===== src/rtl/rtp_stk_pkg.sv =====
// Package for the RTP stream sequence tracker.
// Holds payload structs, the per-stream record type, sequencer states and helpers.
// No dependencies.
`default_nettype none

package rtp_stk_pkg;

    localparam int STREAM_SLOTS_DEF = 64;
    localparam int SEQ_W            = 16;
    localparam int CNT_W            = 32;
    localparam int SLOT_W           = 6;
    localparam int QUEUE_DEPTH      = 2;

    localparam logic [15:0] HDR_MIN_BYTES = 16'd12;
    localparam logic [1:0]  RTP_V2        = 2'd2;

    typedef struct packed {
        logic [1:0]  rtp_version;
        logic [6:0]  media_kind;
        logic [15:0] sequence_req;
        logic [31:0] source_id;
        logic [15:0] packet_bytes;
    } t_in;

    typedef struct packed {
        logic              accepted;
        logic              new_entry;
        logic              table_full;
        logic [SLOT_W-1:0] slot;
        logic              duplicate_seen;
        logic              gap_seen;
        logic [CNT_W-1:0]  packets_total;
        logic [CNT_W-1:0]  gaps_total;
        logic [CNT_W-1:0]  duplicates_total;
    } t_out;

    // classified header as it waits between front and back
    typedef struct packed {
        logic hdr_ok;
        t_in  hdr;
    } t_qitem;

    // per-stream record kept in RAM next to the key
    typedef struct packed {
        logic [SEQ_W-1:0] prev_seq;
        logic             armed;
        logic [CNT_W-1:0] pkt_cnt;
        logic [CNT_W-1:0] gap_cnt;
        logic [CNT_W-1:0] dup_cnt;
    } t_rec;

    typedef enum logic [2:0] {
        S_IDLE,
        S_CHK,
        S_CMP,
        S_REC,
        S_OUT
    } t_state;

    function automatic logic [CNT_W-1:0] sat_inc(input logic [CNT_W-1:0] v);
        sat_inc = (v == {CNT_W{1'b1}}) ? v : v + 1'b1;
    endfunction

endpackage

`default_nettype wire


===== src/rtl/rtp_stk_front.sv =====
// Front end: takes headers, checks length and version, queues them for the back end.
// Depends on rtp_stk_pkg.
`default_nettype none

module rtp_stk_front (
    input  wire logic                  i_clk,
    input  wire logic                  i_rst_n,
    input  wire logic                  i_in_valid,
    output logic                       o_in_ready,
    input  wire rtp_stk_pkg::t_in      i_in_data,
    output logic                       o_q_valid,
    input  wire logic                  i_q_pop,
    output rtp_stk_pkg::t_qitem        o_q_data
);

    localparam int QD  = rtp_stk_pkg::QUEUE_DEPTH;
    localparam int QPW = (QD > 1) ? $clog2(QD) : 1;
    localparam int QCW = $clog2(QD + 1);

    rtp_stk_pkg::t_qitem r_q [QD];
    logic [QPW-1:0] r_wp, n_wp, r_rp, n_rp;
    logic [QCW-1:0] r_cnt, n_cnt;
    logic           push;
    rtp_stk_pkg::t_qitem item;

    assign o_in_ready = (r_cnt != QCW'(QD));
    assign push       = i_in_valid && o_in_ready;
    assign o_q_valid  = (r_cnt != '0);
    assign o_q_data   = r_q[r_rp];

    always_comb begin
        item.hdr    = i_in_data;
        item.hdr_ok = (i_in_data.packet_bytes >= rtp_stk_pkg::HDR_MIN_BYTES) &&
                      (i_in_data.rtp_version == rtp_stk_pkg::RTP_V2);
    end

    always_comb begin
        n_wp  = r_wp;
        n_rp  = r_rp;
        n_cnt = r_cnt;
        if (push) begin
            n_wp = (r_wp == QPW'(QD - 1)) ? '0 : r_wp + 1'b1;
        end
        if (i_q_pop && o_q_valid) begin
            n_rp = (r_rp == QPW'(QD - 1)) ? '0 : r_rp + 1'b1;
        end
        if (push && !(i_q_pop && o_q_valid)) begin
            n_cnt = r_cnt + 1'b1;
        end else if (!push && i_q_pop && o_q_valid) begin
            n_cnt = r_cnt - 1'b1;
        end
    end

    always_ff @(posedge i_clk) begin
        if (!i_rst_n) begin
            r_wp  <= '0;
            r_rp  <= '0;
            r_cnt <= '0;
        end else begin
            r_wp  <= n_wp;
            r_rp  <= n_rp;
            r_cnt <= n_cnt;
        end
        if (push) begin
            r_q[r_wp] <= item;
        end
    end

endmodule

`default_nettype wire


===== config.mk =====
export PLATFORM = sky130hd
export DESIGN_NAME = rtp_stk_front
export DESIGN_NICKNAME = d
export VERILOG_FILES = /design/src/rtl/rtp_stk_pkg.sv /design/src/rtl/rtp_stk_front.sv
export SDC_FILE = /design/constraint.sdc
export NUM_CORES = 1
export LEC_CHECK = 0
export BUFFER_PORTS_ARGS = -buffer_cell sky130_fd_sc_hd__buf_2
export CAP_MARGIN = 5
export CORE_MARGIN = 4
export CORE_UTILIZATION = 52
export CTS_CLUSTER_SIZE = 20
export DETAILED_ROUTE_END_ITERATION = 6
export HOLD_SLACK_MARGIN = 0.05
export PLACE_DENSITY = 0.83
export SYNTH_ARGS = -nofsm -noshare
export SYNTH_HDL_FRONTEND = slang
export SYNTH_SLANG_ARGS = --single-unit

===== constraint.sdc =====
create_clock -name i_clk -period 3.9 [get_ports i_clk]
set_input_delay 0.78 -clock i_clk [delete_from_list [all_inputs] [get_ports i_clk]]
set_output_delay 0.78 -clock i_clk [all_outputs]
set_load 0.005 [all_outputs]

# [Word-level counts from Yosys, hierarchy flattened]
# Memory sizes are Yosys's and may differ from the RTL's. A register that Yosys moved wholly into a read port is not among the register bits.
# Cells that the tools add are included.
[totals] word_cells=29 ff_bits=4 memories=1 mem_bits_rw=148
[mem_list] memory="r_q" depth=2 width=74 rd=1 rd_clocked_by_memory_dff=1 write_ports=1 line="rtp_stk_front.sv:20" source="rtp_stk_pkg::t_qitem r_q [QD];"
[classes] n_eq_ne=2 mux=8 n_reduce_logical=10 n_lt_le_gt_ge=1 n_addsub=4
[op_table] cell="greater-or-equal comparator 16 x 4 -> 1 bit (second input constant)" count=1
[op_table] cell="logical AND 1 bit" count=6
[op_table] cell="two-way mux 1 bit" count=6
[op_table] cell="two-way mux 2 bit" count=2
[op_table] cell="nonzero test 2 bit" count=2
[op_table] cell="adder 1 bit (second input constant)" count=2
[op_table] cell="adder 2 x 1 -> 2 bit (second input constant)" count=1
[op_table] cell="== test 2 bit (second input constant)" count=1
[op_table] cell="logical NOT 1 bit" count=2
[op_table] cell="!= test 2 bit (second input constant)" count=1
[op_table] cell="subtractor 2 x 1 -> 2 bit (second input constant)" count=1

# [Longest topological paths before layout]
[depth] ltp_word=7 depth_mapped=4 ltp_nobuf=3

# [Worst setup path before layout]
# Ideal clock, no wire load.
[synth_path] kind="input to register" from="input i_in_valid" to="memory r_q[1][0] (netlist bit), enable pin" required_ps=3459 setup_ps=441 cell_stages=2 setup_slack_ps=738 arrival_time_ps=2721 path_buffers=1 path_cell_list="clkbuf_2 > and3_1"
[synth_between] elab_chain_cells=3
[synth_lines] element="from (decl)" line="rtp_stk_front.sv:8" source="input wire logic i_in_valid,"
[synth_lines] element="logical AND 1 bit" line="rtp_stk_front.sv:27" source="assign push = i_in_valid && o_in_ready;"
[synth_lines] element="two-way mux 1 bit" line="rtp_stk_front.sv:64" source="if (push) begin"
[synth_lines] element="two-way mux 1 bit (implied by the code)" line="rtp_stk_front.sv:65" source="r_q[r_wp] <= item;"
[synth_lines] element="to (decl)" line="rtp_stk_front.sv:20"
# No other way between the ends.

==> results.json <==
{
  "total_leakage_power_nw": 2.665,
  "holdPathEnd": "r_q[1][65]",
  "type_of_the_setup_path_with_the_least_slack": "reg -> out",
  "num-nets-final": 504,
  "synthesized_net_count": 341,
  "layout.filler_cells": 707,
  "floorplan.core_area_um2": 10420,
  "grt_setup_unrepaired": "no",
  "timing.max_cap.violations": 0,
  "chipHeight_um": 111.9,
  "die-area_um2": 12510,
  "final.min_clock_period_ns": 2.895,
  "postSynthAreaPerCell_um2": 21.25,
  "finalCritPeriodShare": 0.7424,
  "rr_startpoint": "r_cnt[1]",
  "numPortBuffers": 152,
  "place.gp.congestion": 0.7677,
  "cts_made_buffers": 17,
  "worstHoldStart": "i_in_data[65]",
  "num_antenna_cells": 0,
  "globalRouteTotalUtil": 0.1701,
  "ant_nets": 0,
  "run_status": "finished clean",
  "cp.arrival_ns": 2.12,
  "ys_types": 23,
  "max-vdd-ir-drop_mv": 0.2798,
  "clk_latency_ns": 0.51,
  "drive_gt1_frac": 0.5977,
  "postSynthRegisterBits": 153,
  "grt_first_pass_wirelength_um": 16260,
  "tritoncts_clock_tree": "yes",
  "worst_ep_required_time_ns": 3.12,
  "place.detailed.hpwl_um": 6590,
  "layout.cells.most_common": "sky130_fd_sc_hd__buf_2",
  "globalRoute.totalOverflow": 0,
  "synth_top_cell_by_area": "sky130_fd_sc_hd__edfxtp_1",
  "setup_tns_ns": 0,
  "ctsRootBufferMaster": "sky130_fd_sc_hd__clkbuf_8",
  "postRouteWirelength_um": 10170,
  "wire_length_on_met1_um": 4098,
  "crit_path_end_kind": "primary output",
  "route.detailed.vias_per_inst": 5.083,
  "slew_at_the_pin_closest_to_its_max_slew_limit_ns": 1.017,
  "post-cts-setup-buffer-count": 0,
  "floorplan.io_pins": 153,
  "rows": 37,
  "syn_to_layout_area_delta_pct": 27.10,
  "worst-r2r-setup-slack_ns": 1.84,
  "dpl.cell_count": 544,
  "clock_sink_count": 153,
  "number_of_global_route_vias_before_repair": 3195,
  "synth.yosys.seq_area_share": 0.8100,
  "timing.hold.worst_path_depth": 1,
  "stdcell_count": 576,
  "power-per-cell-area_nw_per_um2": 553.3,
  "finClkSkew_ns": 0.007897,
  "path_clk_slew_ns": 0.06,
  "number_of_instances_in_the_synthesized_netlist": 264,
  "timing.final.hold_violations": 0,
  "route.detailed.drc": 0,
  "ys_warn_count": 0,
  "post_cts.resized_instances": 0,
  "routed-wl-met3_um": 808,
  "vias": 2928,
  "max_clock_freq_mhz": 345.4,
  "ctsHtreeMaxLevel": 4,
  "initial_antenna_violation_count": 1,
  "die_w_um": 111.9,
  "synthDominantCellAreaShare": 0.7921,
  "cts_hold_repair.buffers": 0,
  "timing.reg2reg.worst_path_depth": 4,
  "worstPathMaxFanout": 74,
  "report.final.slew_viol_count": 0,
  "worstHoldPathType": "in -> reg",
  "synthesis.area_um2": 5610,
  "finalSetupViolCount": 0,
  "r2r_end": "r_q[0][7]",
  "routed_wire_length_per_instance_um": 17.65,
  "final_design_area_no_fill_um2": 7131,
  "critical_path_launch_point_type": "flip-flop",
  "detailedRoute.firstPassIterationCount": 4,
  "postPlaceCellArea_um2": 6511,
  "final_cell_mix": "sky130_fd_sc_hd__buf_2 (152), sky130_fd_sc_hd__edfxtp_1 (148), sky130_fd_sc_hd__mux2_2 (74)",
  "grt_start_max_net_pins": 75,
  "floorplan.initialDensity": 0.5386,
  "dr_wl_met2_um": 5089,
  "topmost_layer_with_routed_signal_wires": "met5",
  "drt_iter0_drc": 126,
  "max-slew-margin-rel": 0.3218,
  "clock_tree.buffer_depth": 2,
  "yosys-top-cells-area": "sky130_fd_sc_hd__edfxtp_1 (79%), sky130_fd_sc_hd__mux2_2 (15%), sky130_fd_sc_hd__dfxtp_1 (1.8%)"
}
cells in the mapped netlist:
| cell type | count |
|---|---|
| sky130_fd_sc_hd__or2_2 | 2 |
| sky130_fd_sc_hd__a311oi_1 | 1 |
| sky130_fd_sc_hd__nor2_1 | 2 |
| sky130_fd_sc_hd__nor4_1 | 2 |
| sky130_fd_sc_hd__clkbuf_2 | 1 |
| sky130_fd_sc_hd__inv_1 | 4 |
| sky130_fd_sc_hd__a21oi_1 | 5 |
| sky130_fd_sc_hd__or4_1 | 1 |
| sky130_fd_sc_hd__a21bo_2 | 1 |
| sky130_fd_sc_hd__nand2b_1 | 1 |
| sky130_fd_sc_hd__nor3b_1 | 1 |
| sky130_fd_sc_hd__buf_4 | 6 |
| sky130_fd_sc_hd__o21ai_0 | 1 |
| sky130_fd_sc_hd__edfxtp_1 | 148 |
| sky130_fd_sc_hd__mux2_2 | 74 |
| sky130_fd_sc_hd__xor2_1 | 1 |
| sky130_fd_sc_hd__buf_2 | 2 |
| sky130_fd_sc_hd__and3_1 | 1 |
| sky130_fd_sc_hd__mux2i_1 | 1 |
| sky130_fd_sc_hd__a21o_1 | 1 |
| sky130_fd_sc_hd__dfxtp_1 | 5 |
| sky130_fd_sc_hd__nand3b_1 | 2 |
| sky130_fd_sc_hd__o211ai_1 | 1 |
where the power goes:
part | internal, W | total (W) | switching (W) | leakage, nW
Clock | 0.00107 | 0.00168 | 0.000606 | 0.294
Sequential | 0.00191 | 0.00196 | 0.0000477 | 1.43
Combinational | 0.000171 | 0.000311 | 0.000140 | 0.942
worst max-delay path, stage by stage, from the launching register on:
cell                      delay (ns)
sky130_fd_sc_hd__dfxtp_4        0.99
sky130_fd_sc_hd__mux2_2         0.43
sky130_fd_sc_hd__buf_2          0.13
area by class of cell:
type                       count  area (µm²)  area share
sequential                   153        4548      0.6378
multi-input combinational     98       996.0      0.1397
timing repair buffer         153       780.7      0.1095
clock buffer                  21       449.2     0.06299
clock inverter                11       170.2     0.02386
tap                          136       170.2     0.02386
inverter                       4       16.27    0.002281
state kept, by name, summed over array words and instances, names as in the netlist, named ones only:
name / flops
r_wp: 1
r_rp: 1
r_cnt: 2
r_q: 148
how the worst max path moves through the flow:
| stage | startpoint | to | slack (ns) | cells after the start |
|---|---|---|---|---|
| 2_1_floorplan | i_in_valid | r_q[1][0] | 0.74 | 2 |
| 3_3_place_gp | flip-flop | o_q_data[32] | 1.54 | 2 |
| 3_5_place_dp | i_in_valid | r_q[0][17] | 1.50 | 4 |
| 4_1_cts | flip-flop | o_q_data[60] | 0.96 | 2 |
| 5_1_grt | flip-flop | o_q_data[29] | 0.90 | 2 |
| 6_report | flip-flop | o_q_data[29] | 1.00 | 2 |
cell families after synthesis:
kind of cell / after synthesis / synth area share
buffers and inverters: 13 / 0.01338
AO/OA/AOI/OAI: 10 / 0.01137
AND/OR/NAND/NOR: 12 / 0.01338
multiplexers: 75 / 0.1503
flip-flops: 153 / 0.8100
XOR/XNOR: 1 / 0.001561
routing by layer:
layer	up-vias	track usage
met4	2	0.06245
met1	1415	0.2051
met5	-	0
met3	17	0.06467
li1	1376	-
met2	118	0.2802
stage by stage:
step           setup WS, ns    util  hold WS (ns)  total power (W)
6_report              1.005  0.6846        0.4554         0.003945
4_1_cts              0.9636  0.6846        0.4282         0.003988
3_5_place_dp          1.497  0.6251        0.5011         0.002308
5_1_grt              0.8978  0.6846        0.4230         0.004108
3_3_place_gp          1.544  0.6251        0.4859         0.002293
2_1_floorplan        0.7380       -        0.4725         0.002141
Power figures use the tool's default switching activity.
